--- src/rtl/core/skt_pkg.sv ---
`timescale 1ns / 1ps

package skt_pkg;

    // Table geometry
    localparam int CAPACITY = 16;
    localparam int IDX_W    = (CAPACITY > 1) ? $clog2(CAPACITY) : 1;
    localparam int CNT_W    = $clog2(CAPACITY + 1);

    // Field widths
    localparam int CMD_W    = 3;
    localparam int KEY_W    = 32;
    localparam int GRADE_W  = 8;
    localparam int STATUS_W = 2;
    localparam int POS_W    = 4;
    localparam int COUNT_W  = 5;

    localparam int IN_FIELDS_W  = CMD_W + KEY_W + GRADE_W;
    localparam int OUT_FIELDS_W = STATUS_W + GRADE_W + POS_W + COUNT_W;
    localparam int IN_TDATA_W   = ((IN_FIELDS_W + 7) / 8) * 8;
    localparam int OUT_TDATA_W  = ((OUT_FIELDS_W + 7) / 8) * 8;

    typedef enum logic [CMD_W-1:0] {
        CMD_LOOKUP         = 3'd0,
        CMD_INSERT         = 3'd1,
        CMD_FIND_OR_INSERT = 3'd2,
        CMD_UPDATE         = 3'd3,
        CMD_DELETE         = 3'd4
    } cmd_t;

    typedef enum logic [STATUS_W-1:0] {
        ST_OK        = 2'd0,
        ST_NOT_FOUND = 2'd1,
        ST_FULL      = 2'd2,
        ST_PRESENT   = 2'd3
    } status_t;

    // Action broadcast to the cell row
    typedef enum logic [1:0] {
        OP_NONE   = 2'd0,
        OP_INSERT = 2'd1,
        OP_UPDATE = 2'd2,
        OP_DELETE = 2'd3
    } op_t;

    typedef struct packed {
        logic               cmp_en;
        op_t                op;
        logic [KEY_W-1:0]   key;
        logic [GRADE_W-1:0] grade;
    } skt_ctrl_t;

    typedef struct packed {
        logic lt;       // occupied and stored key below search key
        logic eq;       // occupied and stored key equals search key
        logic at_slot;  // first cell whose key is not below the search key
    } skt_flags_t;

endpackage

--- src/rtl/core/sorted_key_table.sv ---
`timescale 1ns / 1ps
// A command is registered on acceptance; the compare state then registers the cell flags, and the
// apply state shifts the cell row and registers the result item on the output once it is free.
// A new command is taken only while idle or as the previous result is posted, so items do not overlap.
// Reset (rst_n low, asynchronous): entry count cleared, sequencer idle, output empty.
// Entry keys and grades are not cleared; only entries below the count ever reach an output.

module sorted_key_table
(
    input  logic                             clk,
    input  logic                             rst_n,
    // s_axis_tdata fields, low bit up: cmd[2:0], key[34:3], grade[42:35], zero pad
    input  logic                             s_axis_tvalid,
    output logic                             s_axis_tready,
    input  logic [skt_pkg::IN_TDATA_W-1:0]   s_axis_tdata,
    // m_axis_tdata fields, low bit up: status[1:0], grade_out[9:2], position[13:10],
    // entry_count[18:14], zero pad
    output logic                             m_axis_tvalid,
    input  logic                             m_axis_tready,
    output logic [skt_pkg::OUT_TDATA_W-1:0]  m_axis_tdata
);

    localparam int CAP   = skt_pkg::CAPACITY;
    localparam int IDX_W = skt_pkg::IDX_W;
    localparam int CNT_W = skt_pkg::CNT_W;
    localparam int PAD_W = skt_pkg::OUT_TDATA_W - skt_pkg::OUT_FIELDS_W;

    // Sequencer: idle, compare in every cell, then apply and post the result
    typedef enum logic [2:0] {
        S_IDLE  = 3'b001,
        S_CMP   = 3'b010,
        S_APPLY = 3'b100
    } state_t;

    state_t state_reg, state_next;

    // Command held for the duration of the item
    logic [skt_pkg::CMD_W-1:0]   cmd_reg;
    logic [skt_pkg::KEY_W-1:0]   key_reg;
    logic [skt_pkg::GRADE_W-1:0] grade_reg;

    logic [CNT_W-1:0]            count_reg, count_sel;

    // Output register
    logic                        out_valid_reg;
    logic [skt_pkg::OUT_FIELDS_W-1:0] out_data_reg;

    logic in_fire, out_free, apply_fire;

    // Cell row
    skt_pkg::skt_ctrl_t          ctrl;
    skt_pkg::skt_flags_t         flags   [CAP];
    logic [skt_pkg::KEY_W-1:0]   c_key   [CAP];
    logic [skt_pkg::GRADE_W-1:0] c_grade [CAP];
    logic [CAP-1:0]              at_slot_vec, lt_vec;

    // Slot result gathered from the row
    logic                        hit;
    logic                        full;
    logic [skt_pkg::GRADE_W-1:0] slot_grade;
    logic [IDX_W-1:0]            slot_pos;

    // Decision
    skt_pkg::op_t                op_sel;
    skt_pkg::status_t            status_sel;
    logic [skt_pkg::GRADE_W-1:0] gout_sel;
    logic [IDX_W-1:0]            pos_sel;

    assign out_free      = ~out_valid_reg | m_axis_tready;
    assign apply_fire    = (state_reg == S_APPLY) && out_free;
    assign s_axis_tready = (state_reg == S_IDLE) || apply_fire;
    assign in_fire       = s_axis_tvalid && s_axis_tready;

    assign ctrl.cmp_en = (state_reg == S_CMP);
    assign ctrl.op     = apply_fire ? op_sel : skt_pkg::OP_NONE;
    assign ctrl.key    = key_reg;
    assign ctrl.grade  = grade_reg;

    // Build the row; each cell sees its neighbors' entries for shifting
    for (genvar i = 0; i < CAP; i++)
    begin : g_cell
        logic                        lt_prev_w;
        logic [skt_pkg::KEY_W-1:0]   left_key_w, right_key_w;
        logic [skt_pkg::GRADE_W-1:0] left_grade_w, right_grade_w;

        if (i == 0)
        begin : g_first
            assign lt_prev_w    = 1'b1;
            assign left_key_w   = key_reg;
            assign left_grade_w = grade_reg;
        end
        else
        begin : g_mid_l
            assign lt_prev_w    = flags[i-1].lt;
            assign left_key_w   = c_key[i-1];
            assign left_grade_w = c_grade[i-1];
        end

        if (i == CAP - 1)
        begin : g_last
            assign right_key_w   = c_key[i];
            assign right_grade_w = c_grade[i];
        end
        else
        begin : g_mid_r
            assign right_key_w   = c_key[i+1];
            assign right_grade_w = c_grade[i+1];
        end

        skt_cell u_cell
        (
            .clk         (clk),
            .ctrl        (ctrl),
            .occupied    (count_reg > CNT_W'(i)),
            .lt_prev     (lt_prev_w),
            .left_key    (left_key_w),
            .left_grade  (left_grade_w),
            .right_key   (right_key_w),
            .right_grade (right_grade_w),
            .key         (c_key[i]),
            .grade       (c_grade[i]),
            .flags       (flags[i])
        );

        assign at_slot_vec[i] = flags[i].at_slot;
        assign lt_vec[i]      = flags[i].lt;
    end

    // At most one cell marks the slot: read its grade and index by an OR over the row
    always_comb
    begin
        hit        = 1'b0;
        slot_grade = '0;
        slot_pos   = '0;
        for (int i = 0; i < CAP; i++)
        begin
            hit        = hit | (flags[i].at_slot & flags[i].eq);
            slot_grade = slot_grade | (flags[i].at_slot ? c_grade[i] : '0);
            slot_pos   = slot_pos | (flags[i].at_slot ? IDX_W'(i) : '0);
        end
    end

    assign full = (count_reg == CNT_W'(CAP));

    always_comb
    begin
        op_sel     = skt_pkg::OP_NONE;
        status_sel = skt_pkg::ST_OK;
        gout_sel   = '0;
        pos_sel    = '0;
        count_sel  = count_reg;
        unique case (cmd_reg)
            skt_pkg::CMD_LOOKUP:
            begin
                if (hit)
                begin
                    gout_sel = slot_grade;
                    pos_sel  = slot_pos;
                end
                else
                    status_sel = skt_pkg::ST_NOT_FOUND;
            end
            skt_pkg::CMD_INSERT:
            begin
                if (full)
                    status_sel = skt_pkg::ST_FULL;
                else
                begin
                    op_sel    = skt_pkg::OP_INSERT;
                    gout_sel  = grade_reg;
                    pos_sel   = slot_pos;
                    count_sel = CNT_W'(count_reg + 1'b1);
                end
            end
            skt_pkg::CMD_FIND_OR_INSERT:
            begin
                if (hit)
                begin
                    status_sel = skt_pkg::ST_PRESENT;
                    gout_sel   = slot_grade;
                    pos_sel    = slot_pos;
                end
                else if (full)
                    status_sel = skt_pkg::ST_FULL;
                else
                begin
                    op_sel    = skt_pkg::OP_INSERT;
                    gout_sel  = grade_reg;
                    pos_sel   = slot_pos;
                    count_sel = CNT_W'(count_reg + 1'b1);
                end
            end
            skt_pkg::CMD_UPDATE:
            begin
                if (hit)
                begin
                    op_sel   = skt_pkg::OP_UPDATE;
                    gout_sel = grade_reg;
                    pos_sel  = slot_pos;
                end
                else
                    status_sel = skt_pkg::ST_NOT_FOUND;
            end
            skt_pkg::CMD_DELETE:
            begin
                if (hit)
                begin
                    op_sel    = skt_pkg::OP_DELETE;
                    gout_sel  = slot_grade;
                    pos_sel   = slot_pos;
                    count_sel = CNT_W'(count_reg - 1'b1);
                end
                else
                    status_sel = skt_pkg::ST_NOT_FOUND;
            end
            default:
            begin
                // unused command: ok with zeroed grade and position, table untouched
                op_sel = skt_pkg::OP_NONE;
            end
        endcase
    end

    always_comb
    begin
        state_next = state_reg;
        unique case (state_reg)
            S_IDLE:
            begin
                if (in_fire)
                    state_next = S_CMP;
            end
            S_CMP:
                state_next = S_APPLY;
            S_APPLY:
            begin
                // a new item may enter on the same edge that posts this result
                if (in_fire)
                    state_next = S_CMP;
                else if (apply_fire)
                    state_next = S_IDLE;
            end
            default:
                state_next = S_IDLE;
        endcase
    end

    always_ff @(posedge clk or negedge rst_n)
    begin
        if (!rst_n)
        begin
            state_reg     <= S_IDLE;
            count_reg     <= '0;
            out_valid_reg <= 1'b0;
        end
        else
        begin
            state_reg <= state_next;
            if (apply_fire)
            begin
                count_reg     <= count_sel;
                out_valid_reg <= 1'b1;
            end
            else if (m_axis_tready)
                out_valid_reg <= 1'b0;
        end
    end

    // Payload registers: no reset
    always_ff @(posedge clk)
    begin
        if (in_fire)
        begin
            cmd_reg   <= s_axis_tdata[skt_pkg::CMD_W-1:0];
            key_reg   <= s_axis_tdata[skt_pkg::CMD_W +: skt_pkg::KEY_W];
            grade_reg <= s_axis_tdata[skt_pkg::CMD_W + skt_pkg::KEY_W +: skt_pkg::GRADE_W];
        end
        if (apply_fire)
            out_data_reg <= {skt_pkg::COUNT_W'(count_sel),
                             skt_pkg::POS_W'(pos_sel),
                             gout_sel,
                             status_sel};
    end

    assign m_axis_tvalid = out_valid_reg;
    assign m_axis_tdata  = {{PAD_W{1'b0}}, out_data_reg};

    // The entry count never exceeds the table size
    a_count_bound: assert property (@(posedge clk) disable iff (!rst_n)
        count_reg <= CNT_W'(CAP))
        else $error("entry count above capacity");

    // The slot marker is held by at most one cell
    a_slot_onehot: assert property (@(posedge clk) disable iff (!rst_n)
        (state_reg == S_APPLY) |-> $onehot0(at_slot_vec))
        else $error("more than one slot cell");

    // Stored keys are ascending, so below-key flags form a prefix of the row
    a_lt_prefix: assert property (@(posedge clk) disable iff (!rst_n)
        (state_reg == S_APPLY) |-> (((lt_vec >> 1) & ~lt_vec) == '0))
        else $error("table order broken");

    // An applied insert grows the table by exactly one entry
    a_insert_count: assert property (@(posedge clk) disable iff (!rst_n)
        (apply_fire && (op_sel == skt_pkg::OP_INSERT)) |=>
            (count_reg == CNT_W'($past(count_reg) + 1'b1)))
        else $error("insert did not advance count");

    // An applied delete shrinks the table by exactly one entry
    a_delete_count: assert property (@(posedge clk) disable iff (!rst_n)
        (apply_fire && (op_sel == skt_pkg::OP_DELETE)) |=>
            (count_reg == CNT_W'($past(count_reg) - 1'b1)))
        else $error("delete did not reduce count");

endmodule

--- src/rtl/core/skt_cell.sv ---
`timescale 1ns / 1ps

module skt_cell
(
    input  logic                          clk,
    input  skt_pkg::skt_ctrl_t            ctrl,
    input  logic                          occupied,
    input  logic                          lt_prev,
    input  logic [skt_pkg::KEY_W-1:0]     left_key,
    input  logic [skt_pkg::GRADE_W-1:0]   left_grade,
    input  logic [skt_pkg::KEY_W-1:0]     right_key,
    input  logic [skt_pkg::GRADE_W-1:0]   right_grade,
    output logic [skt_pkg::KEY_W-1:0]     key,
    output logic [skt_pkg::GRADE_W-1:0]   grade,
    output skt_pkg::skt_flags_t           flags
);

    logic [skt_pkg::KEY_W-1:0]   key_reg,   key_next;
    logic [skt_pkg::GRADE_W-1:0] grade_reg, grade_next;
    logic                        lt_reg, eq_reg;
    logic                        at_slot, above_slot;

    assign at_slot    = lt_prev & ~lt_reg;
    assign above_slot = ~lt_prev;

    always_comb
    begin
        key_next   = key_reg;
        grade_next = grade_reg;
        unique case (ctrl.op)
            skt_pkg::OP_INSERT:
            begin
                // open a gap at the slot, move higher entries up
                if (at_slot)
                begin
                    key_next   = ctrl.key;
                    grade_next = ctrl.grade;
                end
                else if (above_slot)
                begin
                    key_next   = left_key;
                    grade_next = left_grade;
                end
            end
            skt_pkg::OP_UPDATE:
            begin
                if (at_slot)
                    grade_next = ctrl.grade;
            end
            skt_pkg::OP_DELETE:
            begin
                // close the gap, move higher entries down
                if (at_slot || above_slot)
                begin
                    key_next   = right_key;
                    grade_next = right_grade;
                end
            end
            default:
            begin
                key_next   = key_reg;
                grade_next = grade_reg;
            end
        endcase
    end

    always_ff @(posedge clk)
    begin
        key_reg   <= key_next;
        grade_reg <= grade_next;
        if (ctrl.cmp_en)
        begin
            lt_reg <= occupied && (key_reg < ctrl.key);
            eq_reg <= occupied && (key_reg == ctrl.key);
        end
    end

    assign key           = key_reg;
    assign grade         = grade_reg;
    assign flags.lt      = lt_reg;
    assign flags.eq      = eq_reg;
    assign flags.at_slot = at_slot;

endmodule
--- config.mk ---
export PLATFORM = sky130hd
export DESIGN_NAME = sorted_key_table
export DESIGN_NICKNAME = d
export VERILOG_FILES = /design/src/rtl/core/skt_pkg.sv /design/src/rtl/core/sorted_key_table.sv /design/src/rtl/core/skt_cell.sv
export SDC_FILE = /design/constraint.sdc
export NUM_CORES = 2
export LEC_CHECK = 0
export BUFFER_PORTS_ARGS = -buffer_cell sky130_fd_sc_hd__buf_2
export CAP_MARGIN = 5
export CORE_MARGIN = 2
export CORE_UTILIZATION = 23
export CTS_CLUSTER_DIAMETER = 60
export DETAILED_ROUTE_END_ITERATION = 8
export GPL_TIMING_DRIVEN = 0
export PLACE_DENSITY = 0.42
export SLEW_MARGIN = 0
export SYNTH_ARGS = -nofsm -noshare
export SYNTH_HDL_FRONTEND = slang
export SYNTH_SLANG_ARGS = --single-unit
--- constraint.sdc ---
create_clock -name clk -period 14.1 [get_ports clk]
set_input_delay 0.705 -clock clk [delete_from_list [all_inputs] [get_ports clk]]
set_output_delay 0.705 -clock clk [all_outputs]
set_load 0.02 [all_outputs]
======== Word level (Yosys, flattened, before mapping) ========
Index checks and enable logic that the tools add are counted.
storage, ports and cells
  register bits after elaboration ......... 743
  input bits .............................. 52
  output and inout bits ................... 26
  logic and storage cells ................. 564
operators by class
  add/subtract/negate cells ............... 2
  magnitude comparators ................... 32
  eq/ne operators ......................... 77
  mux-type cells .......................... 198
  bitwise gates (word level) .............. 93
  reduce and logical (&&, ||, !) cells .... 91
operators with widths
  operator                                                       number
  two-way mux 32 bit                                             46
  case mux 32 bit (2 select lines)                               15
  two-way mux 8 bit                                              81
  equality test 32 bit                                           16
  < comparator 32 bit                                            16
  case mux 8 bit (3 select lines)                                14
  OR 8 bit                                                       15
  != test 2 x 1 -> 1 bit, second input constant                  30
  AND reduction 4 bit                                            14
  AND reduction 3 bit                                            17
  != test 3 x 2 -> 1 bit, second input constant                  15
  two-way mux 4 bit                                              11
  greater-than comparator 5 x 4 -> 1 bit, second input constant  8
  logical AND 1 bit                                              34
  case mux 8 bit (2 select lines)                                2
  case mux 8 bit (4 select lines)                                1
  AND 1 bit                                                      31
  OR 4 bit                                                       7
  two-way mux 3 bit                                              7
  greater-than comparator 5 x 3 -> 1 bit, second input constant  4
  NOT 1 bit                                                      17
  two-way mux 2 bit                                              8
  OR 1 bit                                                       16
  logical OR 1 bit                                               15
  other kinds (30)                                               53

======== Depth between registers and ports, before layout ========
  depth in word-level cells ............... 25
  depth in mapped cells ................... 17

======== By module ========
A second synthesis with hierarchy kept.
unflattened totals
  cells, all modules ...................... 5,262
  area total of the unflattened synthesis .. 53,396.2 um^2
by module, submodules not included
  module            times used  cells each  area each (um^2)  sequential area each (um^2)
  skt_cell          16          306         3,086.7           1,261.2
  sorted_key_table  1           366         4,008.8           2,088.3

======== Worst setup path after synthesis ========
No wires, ideal clock.
  path type ............................... flip-flop to flip-flop
  start point ............................. register count_reg[0]
  end point ............................... register g_cell[2].u_cell.key_reg (netlist bit g_cell[2].u_cell.key[0]) (enable)
  setup time .............................. 0.480 ns
  arrival time ............................ 5.980 ns
  path slack .............................. 7.639 ns
  cell stages (with the launch flop) ...... 15
  path buffers ............................ 5
  period minus slack after synthesis ...... 6.461 ns
  cells stage by stage .................... dfrtp_1 > clkbuf_1 > inv_1 > ha_1 > nor4bb_1 > a21oi_1 > o21ai_2 > buf_2 > nor2_1 > ha_1 > clkbuf_1 > or2_2 > clkbuf_1 > clkbuf_1 > a311oi_1
on the way
  word-level cells in the longest chain between the ends .. 8
  elaborated cells on any way between the ends .. 11
RTL lines
  what                                                                 line                                              text
  start, declared                                                      sorted_key_table.sv:42                            logic [CNT_W-1:0] count_reg, count_sel;
  start signal, assigned                                               sorted_key_table.sv:261                           count_reg <= count_sel;
  equality test 5 bit (*)                                              sorted_key_table.sv:143                           assign full = (count_reg == CNT_W'(CAP));
  two-way mux 1 bit (*)                                                sorted_key_table.sv:165, sorted_key_table.sv:183
  two-way mux 2 bit                                                    sorted_key_table.sv:177                           if (hit)
  case mux 2 bit (4 select lines) (*)                                  sorted_key_table.sv:152                           unique case (cmd_reg)
  two-way mux 2 bit (*)                                                sorted_key_table.sv:75                            assign ctrl.op = apply_fire ? op_sel : skt_pkg::OP_NONE;
  equality test 2 x 1 -> 1 bit or equality test 2 bit (tied branches)  skt_cell.sv:30                                    unique case (ctrl.op)
  != test 3 x 2 -> 1 bit (no source line) (tied with other cells)      n/a
  AND reduction 3 bit (no source line) (*)                             n/a
  end signal, assigned                                                 skt_cell.sv:69                                    key_reg <= key_next;
  end, declared                                                        skt_cell.sv:18                                    logic [skt_pkg::KEY_W-1:0] key_reg, key_next;
Mark *: on every way between the ends. The rest lies on a longest branch, timed or not.
A chain may end at the register's enable or synchronous reset.

======== Worst setup path after layout ========
  start point ............................. register count_reg[0]
  end point ............................... register g_cell[14].u_cell.key_reg (netlist bit g_cell[14].u_cell.key[18]) (enable)
on the way
  word-level cells in the longest chain between the ends .. 8
  elaborated cells on any way between the ends .. 11
RTL lines
  what                                                                 line
  equality test 5 bit (*)                                              sorted_key_table.sv:143
  two-way mux 1 bit (*)                                                sorted_key_table.sv:165, sorted_key_table.sv:183
  two-way mux 2 bit                                                    sorted_key_table.sv:177
  case mux 2 bit (4 select lines) (*)                                  sorted_key_table.sv:152
  two-way mux 2 bit (*)                                                sorted_key_table.sv:75
  equality test 2 x 1 -> 1 bit or equality test 2 bit (tied branches)  skt_cell.sv:30
  != test 3 x 2 -> 1 bit (no source line) (tied with other cells)      n/a
  AND reduction 3 bit (no source line) (*)                             n/a
  end signal, assigned                                                 skt_cell.sv:69
  end, declared                                                        skt_cell.sv:18
Marked as above.

==> summary.md <==
| Metric | Value |
|---|---|
| RSZ-0062 raised after global routing | `no` |
| First-pass GRT wire length | `282 mm` |
| Initial DRT Pass Iterations | `8` |
| Post-layout util | `27.2%` |
| Crit path top cell by count | `clkbuf_1` |
| Die Y | `460 um` |
| Worst-margin pin slew | `1.43 ns` |
| Ratio of cells with drive above 1 in the final layout | `7.33%` |
| CP peak stage delay | `0.88 ns` |
| CTS sink count | `743` |
| # placed instances | `7929` |
| Starting density of the core | `23.1%` |
| Critical Path End Type | `register` |
| Max-cap violations | `0` |
| Worst Hold Slack | `0.126 ns` |
| All-Layer GR Usage | `17.7%` |
| IO Count | `78` |
| Dominant cell type by area after synthesis | `edfxtp_1` |
| Setup-failing EPs final | `0` |
| Initial antenna violation count | `15` |
| Status | `finished, final reports clean` |
| Sequential fraction of the synthesis area | `46.5%` |
| Wire length on met1 | `88.0 mm` |
| Largest net degree at the start of global routing | `31` |
| H-tree Lvls | `3` |
| Period utilization | `53.5%` |
| Top FF cell, synth | `edfxtp_1` |
| Worst Path Required | `14.53 ns` |
| Post-Synthesis Cells | `5033` |
| Root Buffer | `clkbuf_16` |
| Netlist cell types | `84` |
| Insertion delay to the later sink of the worst-skew pair | `0.76 ns` |
| Total gr overflow | `0` |
| Max layer used | `met5` |
| Hpwl dp | `151 mm` |
| Initial DRC Count | `4223` |
| Aggregate negative setup slack | `0 ns` |
| Max reg flops | `512` |
| Most common cell in the netlist | `edfxtp_1` |
| Buf+Inv Stages, Crit Path | `8` |
| CP Cell Sequence | `clkbuf_1, inv_1, ha_1, nor4bb_2, a21oi_1, o21ai_2, buf_2, nor2_1, ha_1, clkbuf_2, or2_2, clkbuf_1, clkbuf_1, a311oi_4, buf_8, buf_8` |
| Fin nets | `5829` |
| Clk_skew | `0.0475 ns` |
| Crit Path Class | `register to register` |
| Vias per cell | `5.07` |
| Fillers | `22.0k` |
| Peak VDD IR | `0.000168 V` |
| Synth warn | `0` |
| Placer congestion estimate | `0.861` |
| Ranking of synthesized cells by area | `edfxtp_1 (46%), ha_1 (14%), a21oi_1 (6.5%), o21ai_0 (6.3%), nor2_1 (4.7%)` |
| Crit path DAT | `7.97 ns` |
| Routed wl met2 | `88.1 mm` |
| Post-synth EDFFs | `734` |
| Synth top cells by count | `edfxtp_1 (734), a21oi_1 (622), o21ai_0 (603)` |
| Slew headroom | `4.72%` |
| Die Area | `0.212 mm^2` |
| Die X-Extent | `460 um` |
| Area share of the largest cell type after synthesis | `46.0%` |
| CP top delay family | `buffers and inverters` |
| Crit-path max FO | `16` |
| CTS tree | `yes` |
| Power density over the cells | `135 mW/mm^2` |
| Startpoint Class | `register` |
| Peak Freq | `0.133 GHz` |
| Max stage delay cell, worst path | `nor4bb_2` |
| Tmin final | `7.54 ns` |
| Yosys reg bits | `743` |
| Post-route ant nets | `0` |
| Via count | `41.3k` |
| CTS Buf Count | `112` |
| Drt total wl | `193 mm` |
| Area grow syn2layout | `17.6%` |
| Port bufs | `67` |
| Wire length per cell | `23.7 um` |
| Post-CTS resize count | `0` |
| Cell area after synthesis | `0.0479 mm^2` |
| Leak | `20.2 nW` |
| Met3 WL | `10.9 mm` |
| Clock transition at path regs | `0.06 ns` |
| Post-synth ARST share | `1.21%` |
| Min-delay worst type | `primary input to register` |
| Fin cells | `8143` |
| Vias in the first global route | `41.3k` |
| FP Rows | `167` |
| Drt drc | `0` |
| Final number of hold-violating endpoints | `0` |
| Core area | `0.207 mm^2` |
| Number of max-slew violations in the final report | `0` |
| Syn Area/Cell | `9.51 um^2` |
| Maximum root-to-sink buffer count | `3` |
## what timing repair did
| item | CTS | global route |
|---|---|---|
| endpoints found under the hold margin | 8 | 0 |
| buffers inserted | 0 | 0 |
| setup endpoints to repair | 0 | 0 |
| hold buffers | 1 | 0 |
## layout make-up
class | count | area (um^2) | area share [%]
multi-input combinational | 3796 | 24000 | 42.6
sequential | 743 | 22300 | 39.6
tap | 2788 | 3490 | 6.20
clock buffer | 127 | 2880 | 5.12
buffer | 333 | 1340 | 2.39
timing repair buffer | 105 | 906 | 1.61
clock inverter | 81 | 812 | 1.44
inverter | 165 | 621 | 1.10
antenna | 5 | 12.5 | 0.0222
## cells by family (layout without fill, tap and decap cells)
family	count (synthesis)	in the layout	share of synthesized area, %
AOI/OAI and AO/OA	1696	1696	21.1
buffers and inverters	498	811	4.01
adders and majority gates	521	521	13.6
muxes	19	19	0.455
and+or+nand+nor	1550	1550	14.2
other	1	10	0.00783
xor gates and xnor gates	5	5	0.0915
DFF	743	743	46.5
## final timing paths
check	start	to	slack (ns)	depth (start not counted)
min in group asynchronous	rst_n	count_reg[1]$_DFFE_PN0P_	0.36	2
min reg2reg	g_cell[15].u_cell.key[6]$_DFFE_PP_	g_cell[14].u_cell.key[6]$_DFFE_PP_	0.57	2
max	count_reg[0]$_DFFE_PN0P_	g_cell[14].u_cell.key[18]$_DFFE_PP_	6.56	16
max in group asynchronous	rst_n	state_reg[0]$_DFFE_PN1P_	13.49	2
min	s_axis_tdata[1]	cmd_reg[1]$_DFFE_PP_	0.13	1
max reg2reg	count_reg[0]$_DFFE_PN0P_	g_cell[14].u_cell.key[18]$_DFFE_PP_	6.56	16
## routing by layer
layer	vias to the layer above	track usage (%)
li1	19300	-
met1	20400	24.3
met2	1305	28.5
met3	308	2.57
met4	24	5.70
met5	-	0
## report_power, final
part / switching (mW) / internal (mW) / total, mW / leakage [nW]
sequential: 0.0659 / 2.59 / 2.66 / 6.75
clock: 1.16 / 1.69 / 2.85 / 1.76
combinational: 1.43 / 0.651 / 2.08 / 11.7
## through the flow
stage               power, mW  area, um^2  setup WS, ns
finish                   7.59       56300          6.56
global route             7.95       56300          6.40
CTS                      7.63       56300          6.27
detailed placement       4.76       52600          6.32
global placement         4.69       51700          3.12
floorplan                3.96       47900          7.64
## worst reg2reg max path, delay by kind of cell, from the launching register on
family | cells | cell delay (ns)
adders and majority gates | 2 | 0.61
AOI/OAI and AO/OA | 3 | 1.71
buffers and inverters | 8 | 3.04
DFF | 1 | 0.41
and+or+nand+nor | 3 | 1.46
## layout by cell type, fill, tap and decap left out, drive strengths merged, types with 9 or more instances in the layout
cell type	n
nor2	602
a311oi	15
bufinv	12
a21oi	623
inv	141
a22o	12
o211ai	17
nor3	35
clkinv	79
mux2	19
edfxtp	734
nand2	562
nor3b	16
o21bai	20
nor4	21
a222oi	98
nand3b	12
o21ai	604
a211oi	43
a221oi	21
ha	521
a22oi	34
nand4	94
a21o	115
o21a	25
clkinvlp	14
and3	9
nor2b	60
nand2b	32
nand3	68
buf	174
clkbuf	390
Note: power is estimated with default switching activity, not from simulation.
